### config.mk
export PLATFORM = sky130hd
export DESIGN_NAME = gal_ram
export DESIGN_NICKNAME = d
export VERILOG_FILES = /design/src/rtl/gal_ram.sv
export SDC_FILE = /design/constraint.sdc
export NUM_CORES = 1
export LEC_CHECK = 0
export BUFFER_PORTS_ARGS = -buffer_cell sky130_fd_sc_hd__buf_2
export CAP_MARGIN = 40
export CORE_MARGIN = 4
export CORE_UTILIZATION = 60
export CTS_BUF_LIST = sky130_fd_sc_hd__clkbuf_8
export DETAILED_ROUTE_END_ITERATION = 10
export PLACE_DENSITY_LB_ADDON = 0.1
export REMOVE_ABC_BUFFERS = 1
export SLEW_MARGIN = 20
export SYNTH_ARGS = -nofsm -noshare
export SYNTH_HDL_FRONTEND = slang
export SYNTH_SLANG_ARGS = --single-unit
### constraint.sdc
create_clock -name clock -period 5.24 [get_ports clock]
set_clock_uncertainty 0.1 [all_clocks]
set_input_delay 0.262 -clock clock [delete_from_list [all_inputs] [get_ports clock]]
set_output_delay 0.262 -clock clock [all_outputs]
set_load 0.02 [all_outputs]
### src/rtl/gal_ram.sv
// ----------------------------------------------------------------------------
// gal_ram
// Generic simple dual-port RAM: one write port, one read port, registered read.
// ----------------------------------------------------------------------------
`default_nettype none

module gal_ram #(
   parameter int WIDTH  = 8,
   parameter int DEPTH  = 16,
   parameter int ADDR_W = (DEPTH > 1) ? $clog2(DEPTH) : 1
) (
   input  wire logic              clock,
   input  wire logic              wr_en,
   input  wire logic [ADDR_W-1:0] wr_addr,
   input  wire logic [WIDTH-1:0]  wr_data,
   input  wire logic [ADDR_W-1:0] rd_addr,
   output logic      [WIDTH-1:0]  rd_data
);

   logic [WIDTH-1:0] mem_ff [DEPTH];
   logic [WIDTH-1:0] rd_data_ff;

   always_ff @(posedge clock) begin
      if (wr_en) begin
         mem_ff[wr_addr] <= wr_data;
      end
      rd_data_ff <= mem_ff[rd_addr];
   end

   assign rd_data = rd_data_ff;

endmodule

`default_nettype wire

==> results of run 1 <==
-- area by class of cell --
| cell class | count | share of cell area |
|---|---|---|
| repair buffers | 40 | 0.0424 |
| multi-input cells | 83 | 0.180 |
| flip-flops and latches | 136 | 0.679 |
| well taps | 105 | 0.0223 |
| clock inverters | 15 | 0.0365 |
| clock buffers | 17 | 0.0397 |
-- critical path, stage by stage --
cell     delay (ps)
buf_2           350
buf_12          260
mux4_1          580
a22oi_1         260
nand2_1          90
-- state kept, by name (all words and copies together), names as in the netlist --
| register | count |
|---|---|
| rd_data | 8 |
| mem_ff | 128 |
-- final timing paths --
path,to,cells past startpoint
max,rd_data[2]$_DFF_P_,5
min,mem_ff[12][6]$_DFFE_PP_,1
max reg2reg,rd_data[2]$_DFF_P_,3
min reg2reg,rd_data[4]$_DFF_P_,3
-- cells in the final DEF, fill, tap and decap left out, types with 2 or more instances in the layout --
| cell | instances |
|---|---|
| clkinv_4 | 3 |
| bufinv_16 | 5 |
| clkinvlp_4 | 3 |
| edfxtp_1 | 128 |
| nand2_1 | 9 |
| buf_4 | 14 |
| nand3b_1 | 2 |
| clkbuf_8 | 17 |
| nand2b_1 | 2 |
| mux4_1 | 14 |
| buf_2 | 25 |
| dfxtp_1 | 8 |
| inv_1 | 3 |
| nor2_1 | 13 |
| mux4_2 | 18 |
| a22oi_1 | 16 |
| nor3_1 | 3 |
-- metal layers --
metal	track usage	share of wire
met2	0.304	0.49
met5	0	0
met4	0.0674	0.014
met3	0.0505	0.064
met1	0.292	0.44
-- power by group through the flow --
stage                     Clock [mW]  Combinational (mW)  Sequential [mW]
after floorplan                    0              0.0487             1.25
after global placement             0               0.112             1.25
after detailed placement           0               0.117             1.25
after CTS                      0.960               0.117             1.22
after global routing            1.02               0.126             1.22
final                          0.943               0.116             1.22
-- cell families after synthesis --
group | synth area share
flops | 0.778
simple gates | 0.0318
mux | 0.150
compound gates | 0.0233
buf+inv | 0.0168
-- through the flow --
stage / std cells / area [µm²]
floorplan: 219 / 5060
global placement: 352 / 5340
detailed placement: 360 / 5420
CTS: 392 / 5870
global route: 396 / 5900
finish: 396 / 5900
==> flow_metrics.tcl, run 1 <==
set metrics [dict create \
    min_period_ps 1610 \
    yosysTopAreaCellShare 0.747 \
    finalWorstSetupSlack_ps 3630 \
    grt_max_degree 33 \
    cts_tree "done" \
    post_drt_wl_per_cell_um 23.5 \
    clkPwrFrac 0.413 \
    cp-start-kind "input pin" \
    drc 0 \
    yosysSeqAreaShare 0.778 \
    pwr-share-seq 0.536 \
    tightest_slew_ps 838 \
    clockRootBuffer "clkbuf_8" \
    clk-insertion-delay-late_ps 420 \
    clock.fmax_mhz 620 \
    multi_input_area_um2 1060 \
    ys_dominant_reg_cell "edfxtp_1" \
    wl_um 9310 \
    rsz0062_at_grt "false" \
    status "finished, final reports clean" \
    fill_cells 509 \
    syn_area_per_cell_um2 22.5 \
    crit_start "rd_addr[0]" \
    async_flop_share 0 \
    drv_slew 0 \
    cts_buffer_depth 2 \
    holdCritStartpoint "wr_data[6]" \
    synth_cells 229 \
    antenna_found_initial 0 \
    cts_setup_buffers 0 \
    finalPower_mw 2.28 \
    drtIter0Drc 140 \
    cts.sinks 136 \
    viasPerCell 6.08 \
    num_antenna_cells 0 \
    pre_cts_ws_ps 3150 \
    crit_type "input pin to flop" \
    slew_headroom 0.439 \
    path_clk_slew_ps 80 \
    numPortBuffers 25 \
    hold_ws_ps 117 \
    grt_pass1_wl_um 14100 \
    htreeDepth 4 \
    cp.required_ps 5430 \
    maxCapViolCount 0 \
    reg2reg_slack_ps 3800 \
    dr.pass1.iters 4 \
    synth_seq_cells 136 \
    p_per_area_nw_per_um2 387 \
    grt_pass1_vias 2432 \
    synth_area_leader_cell "edfxtp_1" \
    core_area_um2 8300 \
    p_switching_mw 0.456 \
    period_share 0.308 \
    syn-cell-area_um2 5150 \
    internal-power_mw 1.82 \
    yosysUniqueCellTypes 19 \
    holdBufCountCts 0 \
    overflow 0 \
    start_util 0.620 \
    synth_most_common_cell "edfxtp_1" \
    yosysWarnings 0 \
    p_sw_frac 0.200 \
    seqCellArea_um2 4000 \
    r2r-start "mem_ff[1][2]$_DFFE_PP_" \
    die_height_um 101 \
    cellLeakagePower_nw 2.01 \
    worst-path-max-fanout 20 \
    nets 296 \
    syn_to_final_growth_pct 14.6 \
    die-area_um2 10100 \
    num_rows 33 \
    finalHoldViolations 0 \
    setup_tns_ps 0 \
    grt_use_total 0.201 \
    cts_resized 0 \
    utilization 0.711 \
    setup_violations 0 \
    synth_area_leaders "edfxtp_1 (75%), mux4_2 (7.9%), mux4_1 (7.1%)" \
    num_vias 2407 \
    p_comb_frac 0.051 \
    yosys-top-cells-count "edfxtp_1 (128), mux4_2 (18), a22oi_1 (16)" \
    arrival_ps 1810 \
    ioPinCount 26 \
    cts_buffers 17 \
    min_path_type "input pin to flop" \
    peakVddDrop_v 0.000215 \
    ant_nets 0 \
    worstSetupEndpointType "flop" \
    synth_edf_count 128 \
    die_w_um 101 \
    final_layout_size_suffix_gt1_frac 0.306 \
    gp_congestion 0.743 \
    dp_hpwl_um 5960 \
]
Power figures use the tool's default switching activity.
==> inputs of run 2 (changes only) <==
--- a/config.mk
+++ b/config.mk
@@ -5,6 +5,7 @@
 export SDC_FILE = /design/constraint.sdc
 export NUM_CORES = 1
 export LEC_CHECK = 0
+export ABC_AREA = 1
 export BUFFER_PORTS_ARGS = -buffer_cell sky130_fd_sc_hd__buf_2
 export CAP_MARGIN = 40
 export CORE_MARGIN = 4
==> constraint.sdc (replaced) <==
create_clock -name clock -period 1.6 [get_ports clock]
set_clock_uncertainty 0.1 [all_clocks]
set_input_delay 0.08 -clock clock [delete_from_list [all_inputs] [get_ports clock]]
set_output_delay 0.08 -clock clock [all_outputs]
set_load 0.02 [all_outputs]
==> run 2 against run 1 <==
Effect of this change:
- count of clock-buffer cells in the layout increased by 2
- wire length increased by 32%
- utilization increased by 0.28 points
- area after synthesis increased by 12%
- die area increased by 11%
- combinational power increased to 4.4 times the previous value
- setup slack got worse by 3200 ps
- non-clock buffer count increased by 18
- clock power increased to 3.2 times the previous value
- critical path depth decreased by 4
- via count increased by 59%
- sequential share of layout area decreased by 7.4 points
- critical endpoint is now rd_data[5]
- largest cell class unchanged
- largest power group unchanged
==> flow_metrics.tcl, run 2 <==
set metrics [dict create \
    final_layout_size_suffix_gt1_frac 0.130 \
    syn_area_per_cell_um2 10.5 \
    synth_seq_cells 136 \
    fill_cells 708 \
    post_drt_wl_per_cell_um 16.5 \
    overflow 0 \
    num_rows 35 \
    drtIter0Drc 272 \
    largest_reg_flops 128 \
    rsz0062_at_grt "false" \
    ant_nets 0 \
    cts_buffers 17 \
    cellLeakagePower_nw 2.90 \
    p_per_area_nw_per_um2 1140 \
    grt_pass1_vias 3817 \
    dp_hpwl_um 7440 \
    drc 0 \
    synth_edf_count 128 \
    antenna_found_initial 0 \
    min_period_ps 1190 \
    num_vias 3833 \
    grt_use_total 0.236 \
    worst-path-max-fanout 1 \
    final_common_cell "nand2_1" \
    viasPerCell 5.14 \
    num_antenna_cells 0 \
    grt_pass1_wl_um 19700 \
    ys_dominant_reg_cell "edfxtp_1" \
    htreeDepth 4 \
    cp-start-kind "flop" \
    die_height_um 106 \
    seqCellArea_um2 4000 \
    dpl_cell_area_um2 6090 \
    yosysWarnings 0 \
    cts_setup_buffers 0 \
    yosysUniqueCellTypes 12 \
    cp.buffers_inverters 1 \
    cp.required_ps 1420 \
    cts_buffer_depth 2 \
    clk-insertion-delay-late_ps 430 \
    setup_violations 0 \
    min_path_type "input pin to flop" \
    period_share 0.744 \
    yosys-top-cells-count "nand2_1 (173), edfxtp_1 (128), inv_1 (100)" \
    async_flop_share 0 \
    core_area_um2 9280 \
    gp_congestion 0.857 \
    syn_to_final_growth_pct 14.8 \
    status "finished, final reports clean" \
    holdBufCountCts 9 \
    die-area_um2 11200 \
    yosysTopAreaCellShare 0.667 \
    arrival_ps 1010 \
    clockRootBuffer "clkbuf_8" \
    wl_um 12300 \
    cpPeakStageDelay_ps 400 \
    grt_max_degree 44 \
    critPathTopFamily "flip-flops" \
    cts_resized 0 \
    crit_slowest_cell "dfxtp_1" \
    peakVddDrop_v 0.000673 \
    syn-cell-area_um2 5770 \
    layout_common_cells "nand2_1 (173), edfxtp_1 (128), inv_1 (102), nand3_1 (97), buf_2 (25)" \
    clock.fmax_mhz 840 \
    multi_input_area_um2 1210 \
    start_util 0.621 \
    worstSetupEndpointType "output pin" \
    setup_tns_ps 0 \
    path_clk_slew_ps 70 \
    synth_most_common_cell "nand2_1" \
    finalHoldViolations 0 \
    slew_headroom 0.578 \
    drv_slew 0 \
    die_w_um 106 \
    cts.sinks 136 \
    maxCapViolCount 0 \
    dr.pass1.iters 6 \
    synth_area_leader_cell "edfxtp_1" \
    yosysSeqAreaShare 0.694 \
    numPortBuffers 25 \
    synth_cells 551 \
    cts_tree "done" \
    synth_area_leaders "edfxtp_1 (67%), nand2_1 (11%), nand3_1 (8.4%)" \
    crit_type "flop to output pin" \
    tightest_slew_ps 633 \
    largest_register "mem_ff" \
    ioPinCount 26 \
    path_cells "buf_2" \
    nets 622 \
    fin_area_um2 6620 \
]
## run 2: per-layer routing
layer / global-route usage / share of wire
met1: 0.307 / 0.42
met2: 0.386 / 0.49
met3: 0.0540 / 0.061
met4: 0.0944 / 0.023
met5: 0 / 0
## run 2: power by group
part           switching (mW)  leakage [nW]  total, mW  internal (mW)
Sequential             0.0286          1.22       4.01           3.98
Clock                    1.26         0.215       3.03           1.77
Combinational           0.352          1.46      0.516          0.164
Total                    1.64          2.90       7.56           5.91
## run 2: layout make-up
cell class	instances	area share
Inverter	102	0.0578
Tap cell	129	0.0244
Clock inverter	13	0.0270
Timing Repair Buffer	58	0.0635
Multi-Input combinational cell	289	0.183
Clock buffer	19	0.0395
Sequential cell	136	0.605
## run 2: final timing paths
kind / end / cells after the start / from / slack (ps)
setup / recovery: rd_data[5] / 1 / rd_data[5]$_DFF_P_ / 410
hold reg to reg: rd_data[7]$_DFF_P_ / 6 / mem_ff[6][7]$_DFFE_PP_ / 570
hold / removal: rd_data[5]$_DFF_P_ / 5 / rd_addr[2] / 130
setup reg to reg: rd_data[4]$_DFF_P_ / 6 / mem_ff[4][4]$_DFFE_PP_ / 490
## run 2: logic make-up after synthesis
family | Yosys count | share of synthesized area
simple gates | 289 | 0.210
flops | 136 | 0.694
buf+inv | 126 | 0.0952
## run 2: stage by stage
stage | power, mW | util | std cells | hold WS (ps) | setup WS (ps)
after detailed placement | 4.58 | 0.656 | 705 | 376 | 250
after global placement | 4.57 | 0.656 | 705 | 360 | 294
after CTS | 7.60 | 0.713 | 746 | 108 | 372
final | 7.56 | 0.713 | 746 | 131 | 409
after floorplan | 4.32 | - | 527 | 78.9 | 440
after global routing | 7.83 | 0.713 | 746 | 145 | 344
==> inputs of run 3 (changes only) <==
--- a/config.mk
+++ b/config.mk
@@ -5,7 +5,7 @@
 export SDC_FILE = /design/constraint.sdc
 export NUM_CORES = 1
 export LEC_CHECK = 0
-export ABC_AREA = 1
+export ABC_AREA = 0
 export BUFFER_PORTS_ARGS = -buffer_cell sky130_fd_sc_hd__buf_2
 export CAP_MARGIN = 40
 export CORE_MARGIN = 4
==> constraint.sdc (replaced) <==
create_clock -name clock -period 1.1 [get_ports clock]
set_clock_uncertainty 0.1 [all_clocks]
set_input_delay 0.055 -clock clock [delete_from_list [all_inputs] [get_ports clock]]
set_output_delay 0.055 -clock clock [all_outputs]
set_load 0.02 [all_outputs]
==> run 3 against run 2 <==
Effect of this change:
- the flow now finishes with violations (setup timing)
- critical endpoint is now rd_data[4]$_DFF_P_
- non-clock buffer count up 11
- wire length shrank 20%
- first-iteration DRC count is 49% lower
- final area down 6.4%
- count of clock-buffer cells in the layout stayed put
- register-to-register slack worse by 800 ps
- utilization rose by 3.4 points
==> flow_metrics.tcl, run 3 (same netlist as run 1, synthesis figures left out) <==
set metrics [dict create \
    fill_cells 475 \
    num_antenna_cells 0 \
    clockRootBuffer "clkbuf_8" \
    finalWorstSetupSlack_ps -310 \
    nets 325 \
    cts_buffer_depth 2 \
    peakVddDrop_v 0.00128 \
    ioPinCount 26 \
    rsz0062_at_grt "true" \
    multi_input_area_um2 1060 \
    status "complete, but fails checks" \
    clock.fmax_mhz 709 \
    antenna_found_initial 0 \
    final_common_cell "edfxtp_1" \
    drtIter0Drc 139 \
    worst-path-max-fanout 1 \
    grt_use_total 0.217 \
    setup_violations 8 \
    dp_hpwl_um 6480 \
    die_height_um 101 \
    critPathTopFamily "multiplexers" \
    largest_register "mem_ff" \
    ant_nets 0 \
    arrival_ps 1610 \
    cellLeakagePower_nw 2.13 \
    worstSetupEndpointType "flop" \
    violations "setup timing" \
    largest_reg_flops 128 \
    period_share 1.28 \
    tightest_slew_ps 710 \
    crit_slowest_cell "mux4_2" \
    cts_buffers 17 \
    num_rows 33 \
    wl_um 9910 \
    slew_headroom 0.526 \
    viasPerCell 5.97 \
    dpl_cell_area_um2 5610 \
    cp.required_ps 1300 \
    num_vias 2538 \
    finalHoldViolations 0 \
    maxCapViolCount 0 \
    cpPeakStageDelay_ps 480 \
    htreeDepth 4 \
    drc 0 \
    overflow 0 \
    layout_common_cells "edfxtp_1 (128), buf_4 (40), mux4_2 (30), clkbuf_8 (19), buf_2 (19)" \
    syn_to_final_growth_pct 20.4 \
    dp.cells 384 \
    seqCellArea_um2 4010 \
    die-area_um2 10100 \
    cts.sinks 136 \
    path_cells "mux4_2 > a22oi_2 > nand2_1" \
    cts_tree "done" \
    post_drt_wl_per_cell_um 23.3 \
    p_per_area_nw_per_um2 1830 \
    final_layout_size_suffix_gt1_frac 0.413 \
    numPortBuffers 25 \
    path_clk_slew_ps 80 \
    cp-start-kind "flop" \
    grt_pass1_vias 2674 \
    die_w_um 101 \
    min_period_ps 1410 \
    core_area_um2 8300 \
    gp_congestion 0.731 \
    grt_max_degree 23 \
    cp.buffers_inverters 0 \
    clk-insertion-delay-late_ps 420 \
    min_path_type "input pin to flop" \
    drv_slew 0 \
    fin_area_um2 6200 \
    crit_type "flop to flop" \
    dr.pass1.iters 4 \
    start_util 0.620 \
    stdcell_count 425 \
    grt_pass1_wl_um 15500 \
]
[run 3: layout make-up]
class,instances,share of cell area
flip-flops and latches,136,0.646
multi-input cells,83,0.171
repair buffers,69,0.0832
clock buffers,19,0.0422
clock inverters,13,0.0367
well taps,105,0.0212
[run 3: timing repair]
item	4_1_cts	5_1_grt
buffers inserted	0	0
hold endpoints to repair	128	0
resized for setup	22	6
pin swaps	9	0
setup endpoints to repair	10	19
hold buffers	8	0
[run 3: worst paths after layout]
check / startpoint / to / slack (ps) / cells past startpoint
max reg2reg: mem_ff[10][4]$_DFFE_PP_ / rd_data[4]$_DFF_P_ / -310 / 3
max: mem_ff[10][4]$_DFFE_PP_ / rd_data[4]$_DFF_P_ / -310 / 3
min reg2reg: mem_ff[15][0]$_DFFE_PP_ / rd_data[0]$_DFF_P_ / 580 / 3
min: rd_addr[3] / rd_data[6]$_DFF_P_ / 80 / 4
[run 3: worst register-to-register path, cell delays in order (launching register included)]
cell and delay, ps:
edfxtp_1 380, mux4_2 480, a22oi_2 240, nand2_1 90
[run 3: power by group]
group | total (mW) | switching, mW | internal [mW]
logic | 0.678 | 0.364 | 0.314
registers | 5.83 | 0.0390 | 5.79
clock network | 4.85 | 1.80 | 3.05
[run 3: metal layers]
| layer | routed length (µm) | up-vias | GRT usage |
|---|---|---|---|
| met5 | 0 | - | 0 |
| met4 | 95 | 0 | 0.0601 |
| met3 | 593 | 9 | 0.0498 |
| met2 | 5070 | 104 | 0.350 |
| met1 | 4160 | 1310 | 0.305 |
| li1 | - | 1115 | - |
[run 3: through the flow]
step | power [mW] | hold slack [ps] | setup TNS [ps] | setup slack (ps) | util
after detailed placement | 6.55 | 351 | -26860 | -458 | 0.675
final | 11.4 | 81.4 | -2060 | -310 | 0.747
after global routing | 11.7 | 94.1 | -2530 | -351 | 0.747
after CTS | 11.4 | 70.6 | -2090 | -297 | 0.745
after floorplan | 6.20 | 53.9 | -19250 | -548 | -
after global placement | 6.53 | 334 | -23740 | -450 | 0.675
